**config.mk**
```make
export PLATFORM = sky130hd
export DESIGN_NAME = bsb_isqrt
export DESIGN_NICKNAME = d
export VERILOG_FILES = /design/src/rtl/core/bsb_pkg.sv /design/src/rtl/core/bsb_isqrt.sv
export SDC_FILE = /design/constraint.sdc
export NUM_CORES = 1
export LEC_CHECK = 0
export BUFFER_PORTS_ARGS = -buffer_cell sky130_fd_sc_hd__buf_2
export CORE_MARGIN = 2
export CORE_UTILIZATION = 60
export CTS_BUF_LIST = sky130_fd_sc_hd__clkbuf_8
export DETAILED_ROUTE_END_ITERATION = 8
export PLACE_DENSITY_LB_ADDON = 0.3
export SLEW_MARGIN = 20
export SYNTH_ARGS = -nofsm -noshare
export SYNTH_HDL_FRONTEND = slang
export SYNTH_SLANG_ARGS = --single-unit
```
**constraint.sdc**
```tcl
create_clock -name i_clk -period 6.69 [get_ports i_clk]
set_clock_uncertainty 0.15 [all_clocks]
set_input_delay 2.007 -clock i_clk [delete_from_list [all_inputs] [get_ports i_clk]]
set_output_delay 2.007 -clock i_clk [all_outputs]
set_load 0.05 [all_outputs]
```
**src/rtl/core/bsb_pkg.sv**
```systemverilog
package bsb_pkg;

    // Item opcodes
    typedef enum logic [1:0] {
        OP_LOAD      = 2'd0,
        OP_MERGE_PT  = 2'd1,
        OP_MERGE_BND = 2'd2,
        OP_XFORM     = 2'd3
    } t_op;

    // Sequencer states
    typedef enum logic [3:0] {
        ST_IDLE,
        ST_BOX,
        ST_ESQ,
        ST_ESQRT,
        ST_DSQ,
        ST_DSQRT,
        ST_XC,
        ST_XE,
        ST_XS,
        ST_SSQRT,
        ST_RAD,
        ST_FIN
    } t_state;

    localparam int unsigned NUM_REGS = 6;
    localparam int unsigned REG_W    = 64;
    localparam int unsigned IDX_W    = 3;

    localparam logic [30:0] MAX31   = 31'h7FFF_FFFF;
    localparam logic [31:0] MAX_S32 = 32'h7FFF_FFFF;
    localparam logic [31:0] MIN_S32 = 32'h8000_0000;

    typedef logic [NUM_REGS-1:0][REG_W-1:0] t_mat;

    typedef struct packed {
        t_op                op;
        logic signed [31:0] center_x;
        logic signed [31:0] center_y;
        logic signed [31:0] center_z;
        logic        [30:0] extent_x;
        logic        [30:0] extent_y;
        logic        [30:0] extent_z;
        logic        [30:0] radius;
    } t_in_item;

    typedef struct packed {
        logic signed [31:0] out_center_x;
        logic signed [31:0] out_center_y;
        logic signed [31:0] out_center_z;
        logic        [30:0] out_extent_x;
        logic        [30:0] out_extent_y;
        logic        [30:0] out_extent_z;
        logic        [30:0] out_radius;
    } t_out_item;

    // Pick matrix entry (row, col); col 3 is the translation
    function automatic logic signed [31:0] f_mat(t_mat m, logic [1:0] row, logic [1:0] col);
        logic [2:0] base;
        logic signed [31:0] v;
        base = {row, 1'b0};
        case (col)
            2'd0:    v = m[base][31:0];
            2'd1:    v = m[base][63:32];
            2'd2:    v = m[base + 3'd1][31:0];
            default: v = m[base + 3'd1][63:32];
        endcase
        return v;
    endfunction

    // Magnitude of a signed word as unsigned
    function automatic logic [31:0] f_abs(logic signed [31:0] v);
        return v[31] ? (~v + 32'd1) : v;
    endfunction

endpackage

```
**src/rtl/core/bsb_isqrt.sv**
```systemverilog
module bsb_isqrt (
    input  logic        i_clk,
    input  logic        i_rst_n,
    input  logic        i_start,
    input  logic [63:0] i_n,
    output logic        o_done,
    output logic [31:0] o_root
);
    import bsb_pkg::*;

    logic        r_busy;
    logic        r_done;
    logic [63:0] r_n;
    logic [63:0] r_res;
    logic [63:0] r_bit;
    logic [63:0] w_try;

    assign w_try = r_res + r_bit;

    // Control: one result bit per cycle
    always_ff @(posedge i_clk) begin
        if (!i_rst_n) begin
            r_busy <= 1'b0;
            r_done <= 1'b0;
        end else begin
            r_done <= r_busy && r_bit[0];
            if (i_start) begin
                r_busy <= 1'b1;
            end else if (r_busy && r_bit[0]) begin
                r_busy <= 1'b0;
            end
        end
    end

    // Datapath: restoring digit step
    always_ff @(posedge i_clk) begin
        if (i_start) begin
            r_n   <= i_n;
            r_res <= 64'd0;
            r_bit <= 64'h4000_0000_0000_0000;
        end else if (r_busy) begin
            if (r_n >= w_try) begin
                r_n   <= r_n - w_try;
                r_res <= (r_res >> 1) + r_bit;
            end else begin
                r_res <= r_res >> 1;
            end
            r_bit <= r_bit >> 2;
        end
    end

    assign o_done = r_done;
    assign o_root = r_res[31:0];

endmodule

```
[Yosys cells after proc, flatten, opt, wreduce, memory -nomap -nowiden]
Index checks and enable logic that the tools add are counted.
Word-level totals
  bits in latches: 0
  input port bits: 67
  bits in writable memories: 0
  output and inout bits: 33
  logic and storage cells: 20
  memories kept: 0
  register bits: 162
  bits in read-only memories: 0
Operators by class
  add/sub/neg operators: 3
  mux-type cells: 6
  order comparisons: 1
  shift-type cells: 0
  $mul: 0
  divide/modulo/power cells: 0
  eq/ne operators: 0
  bitwise logic cells: 0
  reductions and logical operators: 5
Operators by type and width (number)
  2-to-1 mux 64 bit: 4
  adder 63 x 63 -> 64 bit: 1
  adder 64 x 63 -> 64 bit: 1
  greater-or-equal comparator 64 bit: 1
  subtractor 64 bit: 1
  nonzero test 2 bit: 3
  2-to-1 mux 1 bit: 2
  AND reduction 2 bit: 1
  logical AND 1 bit: 1

[Depth between registers and ports, before layout]
Gate-level depths: netlist of the first run.
  depth after elaboration: 5
  mapped depth: 26
  gate-level depth less buffers: 23

[Worst setup path before layout of the first run]
OpenSTA, ideal clock, no wires.
  kind: reg-to-reg
  start point: register r_res[2]
  end point: register r_n[0], enable pin
  clock period less this slack: 6.179 ns
  stages on the path, launching flop included: 23
  data arrival time: 5.337 ns
  path slack: 0.511 ns
  buffers on the path: 2
  data required time: 5.848 ns
  library setup time: 0.692 ns
  cells stage by stage: dfxtp_1 > ha_1 > a31oi_1 > nand2_1 > a41o_1 > a41o_1 > a31oi_1 > nor2_1 > nor2_1 > o21ba_2 > xor2_1 > ha_1 > buf_2 > nand2_1 > nor2_1 > a211o_1 > a21o_1 > a221oi_4 > a21oi_2 > or2_1 > buf_6 > nand2_1 > nand2_1
Between the ends
  cells in the longest elaborated chain, start to end: 4
RTL lines
  start, declared: line bsb_isqrt.sv:14  | logic [63:0] r_res;
  start signal, assigned: line bsb_isqrt.sv:44  | r_res <= (r_res >> 1) + r_bit;
  start signal, assigned: line bsb_isqrt.sv:46  | r_res <= r_res >> 1;
  adder 64 x 63 -> 64 bit: line bsb_isqrt.sv:18  | assign w_try = r_res + r_bit;
  greater-or-equal comparator 64 bit: line bsb_isqrt.sv:42  | if (r_n >= w_try) begin
  nonzero test 2 bit (no line)
  AND reduction 2 bit (no line)
  end signal, assigned: line bsb_isqrt.sv:38  | r_n <= i_n;
  end signal, assigned: line bsb_isqrt.sv:43  | r_n <= r_n - w_try;
  end, declared: line bsb_isqrt.sv:13  | logic [63:0] r_n;
Every way passes these cells.
A chain may end at the register's enable or synchronous reset.

[Worst setup path in the final report of the first run]
  start point: register r_res[2]
  end point: register r_n[62] (data pin)
Between the ends
  cells in the longest elaborated chain, start to end: 5
RTL lines
  adder 64 x 63 -> 64 bit: line bsb_isqrt.sv:18
  subtractor 64 bit: line bsb_isqrt.sv:43
  2-to-1 mux 64 bit: line bsb_isqrt.sv:42
  2-to-1 mux 64 bit: line bsb_isqrt.sv:41  | end else if (r_busy) begin
  2-to-1 mux 64 bit: line bsb_isqrt.sv:37  | if (i_start) begin
Every way passes these cells. The select of a mux whose other input is x is not followed.

==> results of run 1 <==
cell usage after synthesis, drive strengths merged, types with 14 or more instances:
cell type  count  area (um2)
nand2        229         860
nor2         219         822
o21ai        178         898
ha           130        1630
a21oi        127         647
dfxtp         98        1960
clkbuf        85         319
xnor2         85         744
xor2          72         631
edfxtp        64        1920
a31oi         62         388
buf           57         378
a21o          51         383
a211oi        50         405
nand4         50         313
nand3         45         225
mux2i         40         400
nor3          40         205
inv           38         143
o21bai        25         188
and2          17         106
a31o          15         131
o211ai        14         110
sequential cells by signal (all words and copies together) (netlist names):
signal  flops
r_n        64
r_res      64
r_bit      32
o_done      1
r_busy      1
power groups by stage:
stage	sequential (mW)	combinational (mW)	clock [mW]
global route	1.63	4.48	0.796
detailed placement	1.62	3.93	0
global placement	1.62	3.88	0
finish	1.61	4.08	0.756
floorplan	1.52	3.19	0
CTS	1.60	3.97	0.763
layout make-up:
type,count,share of cell area (%)
Sequential cell,162,24.1
Inverter,39,0.908
Multi-Input combinational cell,1634,65.9
Tap cell,330,2.56
Timing Repair Buffer,116,4.08
Clock inverter,15,0.977
Clock buffer,17,1.45
logic make-up (layout without fill, tap and decap cells):
logic type,after synthesis,in the layout,share of synthesized area [%]
AOI/OAI and AO/OA,626,626,26.8
xor gates and xnor gates,157,157,8.97
adders and majority gates,131,131,10.7
buffers and inverters,181,187,5.50
DFF,162,162,25.3
muxes,45,45,2.98
and+or+nand+nor,674,675,19.7
stage by stage:
stage | setup WS, ns | utilization (%)
after floorplan | 0.511 | -
after global placement | 0.286 | 62.6
after detailed placement | 0.227 | 62.6
after CTS | 0.160 | 64.2
after global routing | 0.0161 | 64.2
final | 0.378 | 64.2
path summary, 6_finish.rpt:
check                                        endpoint  slack (ns)
worst max-delay path                r_n[62]$_DFFE_PP_        0.38
worst min-delay path            r_res[0]$_SDFFE_PP0P_        0.40
worst max register to register      r_n[62]$_DFFE_PP_        0.38
worst min register to register  r_res[0]$_SDFFE_PP0P_        0.40
layer usage:
metal  track usage, %  part of all wire, %
met1             49.0                   45
met2             48.9                   42
met3             4.34                  9.4
met4             11.6                  2.8
met5                0                    0
worst max-delay path, stage by stage, from the launching register on:
cell and delay (ns):
dfxtp_1 0.44, ha_1 0.31, a31oi_1 0.34, nand2_1 0.12
a41o_1 0.34, a41o_1 0.35, a32oi_1 0.40, a21o_1 0.21
o21a_1 0.22, o21bai_1 0.15, xnor2_1 0.33, ha_1 0.42
a21o_1 0.24, a21o_1 0.18, a21oi_1 0.14, o21ai_0 0.20
nor4_2 0.47, nor2_1 0.16, a211oi_2 0.32, a31oi_1 0.15
xor2_1 0.15, mux2_2 0.26
==> out/qor.txt, run 1 <==
Synth Instances = 1976
max_cap viols = 0
CP Capture Type = flop
fraction of registers with async set/reset = 0%
fmax = 158 MHz
ANT cells = 0
first-pass GRT wire length = 70.5 mm
largest net degree at the start of global routing = 78
hold crit path type = reg -> reg
Period minus WS final = 6.31 ns
Crit. Startpoint = r_res[2]$_SDFFE_PP0P_
min-delay src = r_res[0]$_SDFFE_PP0P_
Clock Latency Late Sink = 0.50 ns
yosys warns = 0
Clock Power Share = 11.7%
placed inst area = 15700 um2
total I/O pin count = 100
Min Hold Slack = 0.396 ns
drt via density = 6.49
RSZ-0062 raised after global routing = false
antenna violations before repair = 0
Crit path required time = 6.80 ns
Reg power frac = 25.0%
sequential cell area = 3890 um2
Netlist cell types = 82
total power = 6.45 mW
commonest non-fill, non-tap cells in the layout = nand2_1, nor2_1, o21ai_0
DRT iter0 DRCs = 1454
GP Congestion = 0.967
Die X = 164 um
R2R depth = 21
Pwr Density = 400 nW/um2
DR WL/cell = 19.2 um
outcome = complete, no violations
core area = 25100 um2
leakage = 6.21 nW
htree depth = 4
area growth from synthesis to layout = 5.19%
layout cells sized above 1 = 10.2%
sequential share of the synthesized area = 25.3%
die area = 26900 um2
most common cell after layout, fill and taps aside = nand2_1
Setup TNS Final = 0 ns
Slew HR = 41.4%
Int Power = 3.22 mW
final period utilization = 94.4%
switch share = 50.0%
Max Slew Vio Count = 0
Tot GR Track Use = 33.0%
Crit Path Category = reg -> reg
DRC Markers = 0
Post-synth EDFFs = 64
die height = 164 um
CTS hold repair buffers = 0
gr ovfl total = 0
TritonCTS Buffers = 17
DRT Wirelength = 44.5 mm
syn avg cell area = 7.76 um2
fill cell count = 2246
post-cts sizing count = 0
Psw = 3.23 mW
vias = 15000
reg-to-reg startpoint = r_res[2]$_SDFFE_PP0P_
Post-Syn Nets = 2174
Final Instance Area = 16100 um2
Post CTS Setup Buffer Count = 0
actual slew at the worst max-slew pin = 0.877 ns
Critical Path Fanout Max = 9
VDD IR max = 0.000237 V
Clk Tree Root Cell = clkbuf_8
Synth Flop Type = dfxtp_1
area of the multi-input gates = 10600 um2
Cell Count, Final, Fillers Out = 2313
WHS Path Cells = 2
Initial Utilization = 61.1%
Post-DRT Antenna Nets = 0
Seq cells post-synth = 162
Cell Area, Synth = 15300 um2
final number of hold-violating endpoints = 0
PortBufs = 99
Worst-path clk slew = 0.11 ns
CTS tree = built
critical path data arrival time = 6.42 ns
Final nets = 2168
Comb pwr share = 63.3%
row count = 58
drt pass-1 iters = 5
vias in the first global route = 13700
Inst Count DP = 2280
Max clock buf depth = 2
dpl hpwl = 33.4 mm
final setup fails = 0
Startpoint Class = flop
clock sinks = 162
Power figures use the tool's default switching activity.
==> run 2: changes to the inputs <==
==> constraint.sdc (replaced) <==
create_clock -name i_clk -period 7.1 [get_ports i_clk]
set_clock_uncertainty 0.15 [all_clocks]
set_input_delay 2.13 -clock i_clk [delete_from_list [all_inputs] [get_ports i_clk]]
set_output_delay 2.13 -clock i_clk [all_outputs]
set_load 0.05 [all_outputs]
==> out/qor.txt, run 2 (synthesis gave the netlist of run 1 again) <==
slowest stage delay, CP = 0.81 ns
final number of hold-violating endpoints = 0
RR Endpoint = r_n[62]$_DFFE_PP_
final period utilization = 92.1%
Slew HR = 39.5%
row count = 58
die height = 164 um
DRC Markers = 0
Clk Tree Root Cell = clkbuf_8
Post-DRT Antenna Nets = 0
reg2reg setup slack = 0.56 ns
Startpoint Class = flop
final core utilization = 64.0%
gr ovfl total = 0
ANT cells = 0
drt via density = 6.54
outcome = complete, no violations
commonest non-fill, non-tap cells in the layout = nand2_1, nor2_1, o21ai_0
WHS Path Cells = 2
vias in the first global route = 13500
total I/O pin count = 100
antenna violations before repair = 0
pre-CTS setup slack = 0.745 ns
critical path data arrival time = 6.65 ns
Period minus WS final = 6.54 ns
Tot GR Track Use = 32.7%
first-pass GRT wire length = 70.1 mm
Largest regs = r_n x64, r_res x64, r_bit x32
fmax = 153 MHz
post-cts sizing count = 0
Pwr Density = 378 nW/um2
Crit Path Category = reg -> reg
Min Hold Slack = 0.375 ns
drt pass-1 iters = 6
min-delay src = r_res[0]$_SDFFE_PP0P_
Setup TNS Final = 0 ns
area growth from synthesis to layout = 4.76%
max_cap viols = 0
htree depth = 4
GP Congestion = 0.963
reg-to-reg startpoint = r_res[2]$_SDFFE_PP0P_
final setup fails = 0
Inst Count DP = 2272
area of the multi-input gates = 10600 um2
actual slew at the worst max-slew pin = 0.904 ns
R2R depth = 21
most common cell after layout, fill and taps aside = nand2_1
Crit path required time = 7.21 ns
Max Slew Vio Count = 0
setup ws final = 0.558 ns
layout cells sized above 1 = 9.73%
largest net degree at the start of global routing = 103
hold crit path type = reg -> reg
PortBufs = 99
CTS hold repair buffers = 0
Initial Utilization = 61.1%
CTS tree = built
cell mode on critical path = a21o_1
clock sinks = 162
Cell Count, Final, Fillers Out = 2304
Post CTS Setup Buffer Count = 0
DRT Wirelength = 44.0 mm
Clock Latency Late Sink = 0.51 ns
die area = 26900 um2
critical path's slowest cell = nor4_1
dpl hpwl = 33.2 mm
vias = 15100
WHS Endpoint = r_res[0]$_SDFFE_PP0P_
RSZ-0062 raised after global routing = false
TritonCTS Buffers = 17
Max clock buf depth = 2
CP Capture Type = flop
Critical Path Fanout Max = 9
DR WL/cell = 19.1 um
Final nets = 2159
Worst-path clk slew = 0.11 ns
sequential cell area = 3890 um2
core area = 25100 um2
Critical Path, Cell by Cell = ha_1 -> a31oi_1 -> nand2_1 -> a41o_1 -> a41o_1 -> a32oi_1 -> a21o_1 -> o21a_1 -> o21bai_1 -> xnor2_1 -> ha_1 -> a21o_1 -> a21o_1 -> a21oi_1 -> o21ai_0 -> nor4_1 -> nor2_1 -> a211oi_2 -> a31oi_1 -> xor2_1 -> mux2_2
Die X = 164 um
VDD IR max = 0.000272 V
DRT iter0 DRCs = 1753
leakage = 6.17 nW
fill cell count = 2250
run 2: changes by cell type in the layout (fill, tap and decap cells not counted), sizes merged:
| cell | delta |
|---|---|
| nor2 | -1 |
| clkinvlp | +1 |
| buf | -8 |
| inv | +2 |
| clkinv | -4 |
| bufinv | +1 |
run 2: worst max-delay path by stage:
stage / start / endpoint / slack, ns / depth (start not counted)
after floorplan: r_res[2]$_SDFFE_PP0P_ / r_n[0]$_DFFE_PP_ / 0.92 / 22
after global placement: r_res[2]$_SDFFE_PP0P_ / r_n[62]$_DFFE_PP_ / 0.79 / 21
after detailed placement: r_res[2]$_SDFFE_PP0P_ / r_n[62]$_DFFE_PP_ / 0.75 / 21
after CTS: r_res[2]$_SDFFE_PP0P_ / r_n[62]$_DFFE_PP_ / 0.69 / 21
after global routing: r_bit[0]$_SDFFE_PP0P_ / r_res[50]$_SDFFE_PP0P_ / 0.29 / 22
final: r_res[2]$_SDFFE_PP0P_ / r_n[62]$_DFFE_PP_ / 0.56 / 21
run 2: final cells by class:
cell class                      instances  share of cell area (%)
Clock inverter                         15                    1.07
Multi-Input combinational cell       1633                    66.1
Clock buffer                           17                    1.46
Inverter                               39                   0.911
Sequential cell                       162                    24.2
Tap cell                              330                    2.57
Timing Repair Buffer                  108                    3.70
run 2: critical path, delay by kind of cell (launching register included):
family                   cells  cell delay, ns
XOR/XNOR                     2            0.44
multiplexers                 1            0.26
AND/OR/NAND/NOR              3            1.12
adder cells (fa/ha/maj)      2            0.71
flip-flops                   1            0.46
AO/OA/AOI/OAI               13            3.16
run 2: metal layers:
layer,vias to the layer above,global-route usage [%],part of all wire (%)
met4,0,10.0,2.7
met3,91,5.56,9.6
met2,761,48.4,42
met1,6998,48.4,46
li1,7209,-,-
met5,-,0,0
run 2: stage by stage:
stage	power, mW	area, um2
3_3_place_gp	5.17	15700
6_report	6.08	16100
3_5_place_dp	5.23	15700
4_1_cts	5.98	16100
2_1_floorplan	4.44	15300
5_1_grt	6.51	16100
run 2: power by group:
part	switching, mW	internal [mW]	leakage, nW
logic	2.38	1.43	4.51
clock network	0.423	0.325	0.209
registers	0.225	1.30	1.44
total	3.02	3.05	6.17
==> run 3: changes to the inputs <==
--- a/config.mk
+++ b/config.mk
@@ -7,7 +7,7 @@
 export LEC_CHECK = 0
 export BUFFER_PORTS_ARGS = -buffer_cell sky130_fd_sc_hd__buf_2
 export CORE_MARGIN = 2
-export CORE_UTILIZATION = 60
+export CORE_UTILIZATION = 65
 export CTS_BUF_LIST = sky130_fd_sc_hd__clkbuf_8
 export DETAILED_ROUTE_END_ITERATION = 8
 export PLACE_DENSITY_LB_ADDON = 0.3
==> constraint.sdc (replaced) <==
create_clock -name i_clk -period 7.9 [get_ports i_clk]
set_clock_uncertainty 0.15 [all_clocks]
set_input_delay 2.37 -clock i_clk [delete_from_list [all_inputs] [get_ports i_clk]]
set_output_delay 2.37 -clock i_clk [all_outputs]
set_load 0.05 [all_outputs]
==> out/qor.txt, run 3 (synthesis gave the netlist of run 1 again) <==
Max Slew Vio Count = 0
RSZ-0062 raised after global routing = false
final setup fails = 0
htree depth = 4
sequential cell area = 3890 um2
final number of hold-violating endpoints = 0
DRT iter0 DRCs = 1519
first-pass GRT wire length = 69.4 mm
Slew HR = 34.3%
Worst-path clk slew = 0.10 ns
Startpoint Class = flop
gr ovfl total = 0
Period minus WS final = 6.49 ns
Final nets = 2157
final period utilization = 82.2%
Final Instance Area = 16000 um2
row count = 56
most common cell after layout, fill and taps aside = nand2_1
total power = 5.41 mW
vias = 15100
Crit path required time = 7.99 ns
setup ws final = 1.41 ns
leakage = 6.15 nW
outcome = complete, no violations
dpl hpwl = 33.2 mm
GP Congestion = 0.958
CTS tree = built
largest net degree at the start of global routing = 91
placed inst area = 15600 um2
PortBufs = 99
vias in the first global route = 13200
final core utilization = 68.5%
max layer used = met4
drt via density = 6.59
total I/O pin count = 100
CTS hold repair buffers = 0
hold crit path type = reg -> reg
fmax = 154 MHz
DRT met1 WL = 20.1 mm
Setup TNS Final = 0 ns
WHS Path Cells = 2
DRC Markers = 0
pre-CTS setup slack = 1.59 ns
post-cts sizing count = 0
area growth from synthesis to layout = 4.27%
Tot GR Track Use = 35.3%
fill cell count = 2006
Critical Path Fanout Max = 9
Pwr Density = 338 nW/um2
clock sinks = 162
Post CTS Setup Buffer Count = 0
R2R depth = 21
DRT Wirelength = 44.0 mm
Cell Count, Final, Fillers Out = 2291
ANT cells = 0
Clk Tree Root Cell = clkbuf_8
Initial Utilization = 65.7%
Post-DRT Antenna Nets = 0
reg2reg setup slack = 1.41 ns
drt pass-1 iters = 6
Max clock buf depth = 2
actual slew at the worst max-slew pin = 0.985 ns
Clock Latency Late Sink = 0.48 ns
Die X = 158 um
DR WL/cell = 19.2 um
die height = 158 um
CP Capture Type = flop
antenna violations before repair = 0
met3 wire length = 4.53 mm
max_cap viols = 0
Crit Path Category = reg -> reg
TritonCTS Buffers = 17
area of the multi-input gates = 10600 um2
layout cells sized above 1 = 9.48%
Largest regs = r_n x64, r_res x64, r_bit x32
die area = 24800 um2
commonest non-fill, non-tap cells in the layout = nand2_1, nor2_1, o21ai_0
WL met2 = 18.4 mm
critical path data arrival time = 6.58 ns
core area = 23300 um2
Min Hold Slack = 0.375 ns
Inst Count DP = 2259
VDD IR max = 0.000257 V
-- run 3: worst max-delay path: stages, from the launching register on --
cell and delay, ns:
dfxtp_1 0.44, ha_1 0.32, a31oi_1 0.36, nand2_1 0.13
a41o_1 0.33, a41o_1 0.35, a32oi_1 0.38, a21o_1 0.21
o21a_1 0.19, o21bai_1 0.13, xnor2_1 0.28, ha_1 0.40
a21o_1 0.24, a21o_1 0.18, a21oi_1 0.13, o21ai_0 0.21
nor4_1 0.75, nor2_1 0.17, a211oi_2 0.34, a31oi_1 0.15
xor2_1 0.16, mux2_2 0.26
-- run 3: cell type report --
class	instances	area share [%]
multi-input combinational	1633	66.4
clock inverter	13	0.689
inverter	39	0.916
tap	319	2.50
clock buffer	19	1.64
timing repair buffer	106	3.54
sequential	162	24.3
-- run 3: metal layers --
| metal | vias up | track usage, % |
|---|---|---|
| met5 | - | 0 |
| met2 | 799 | 51.0 |
| li1 | 7214 | - |
| met1 | 7013 | 52.9 |
| met4 | 0 | 9.87 |
| met3 | 78 | 7.39 |
-- run 3: worst paths after layout --
kind	start	end
setup / recovery	r_res[2]$_SDFFE_PP0P_	r_n[62]$_DFFE_PP_
hold / removal	r_res[0]$_SDFFE_PP0P_	r_res[0]$_SDFFE_PP0P_
setup reg to reg	r_res[2]$_SDFFE_PP0P_	r_n[62]$_DFFE_PP_
hold reg to reg	r_res[0]$_SDFFE_PP0P_	r_res[0]$_SDFFE_PP0P_
-- run 3: power by group --
group          internal [mW]  switching, mW
Combinational           1.27           2.15
Clock                  0.267          0.351
Sequential              1.17          0.209
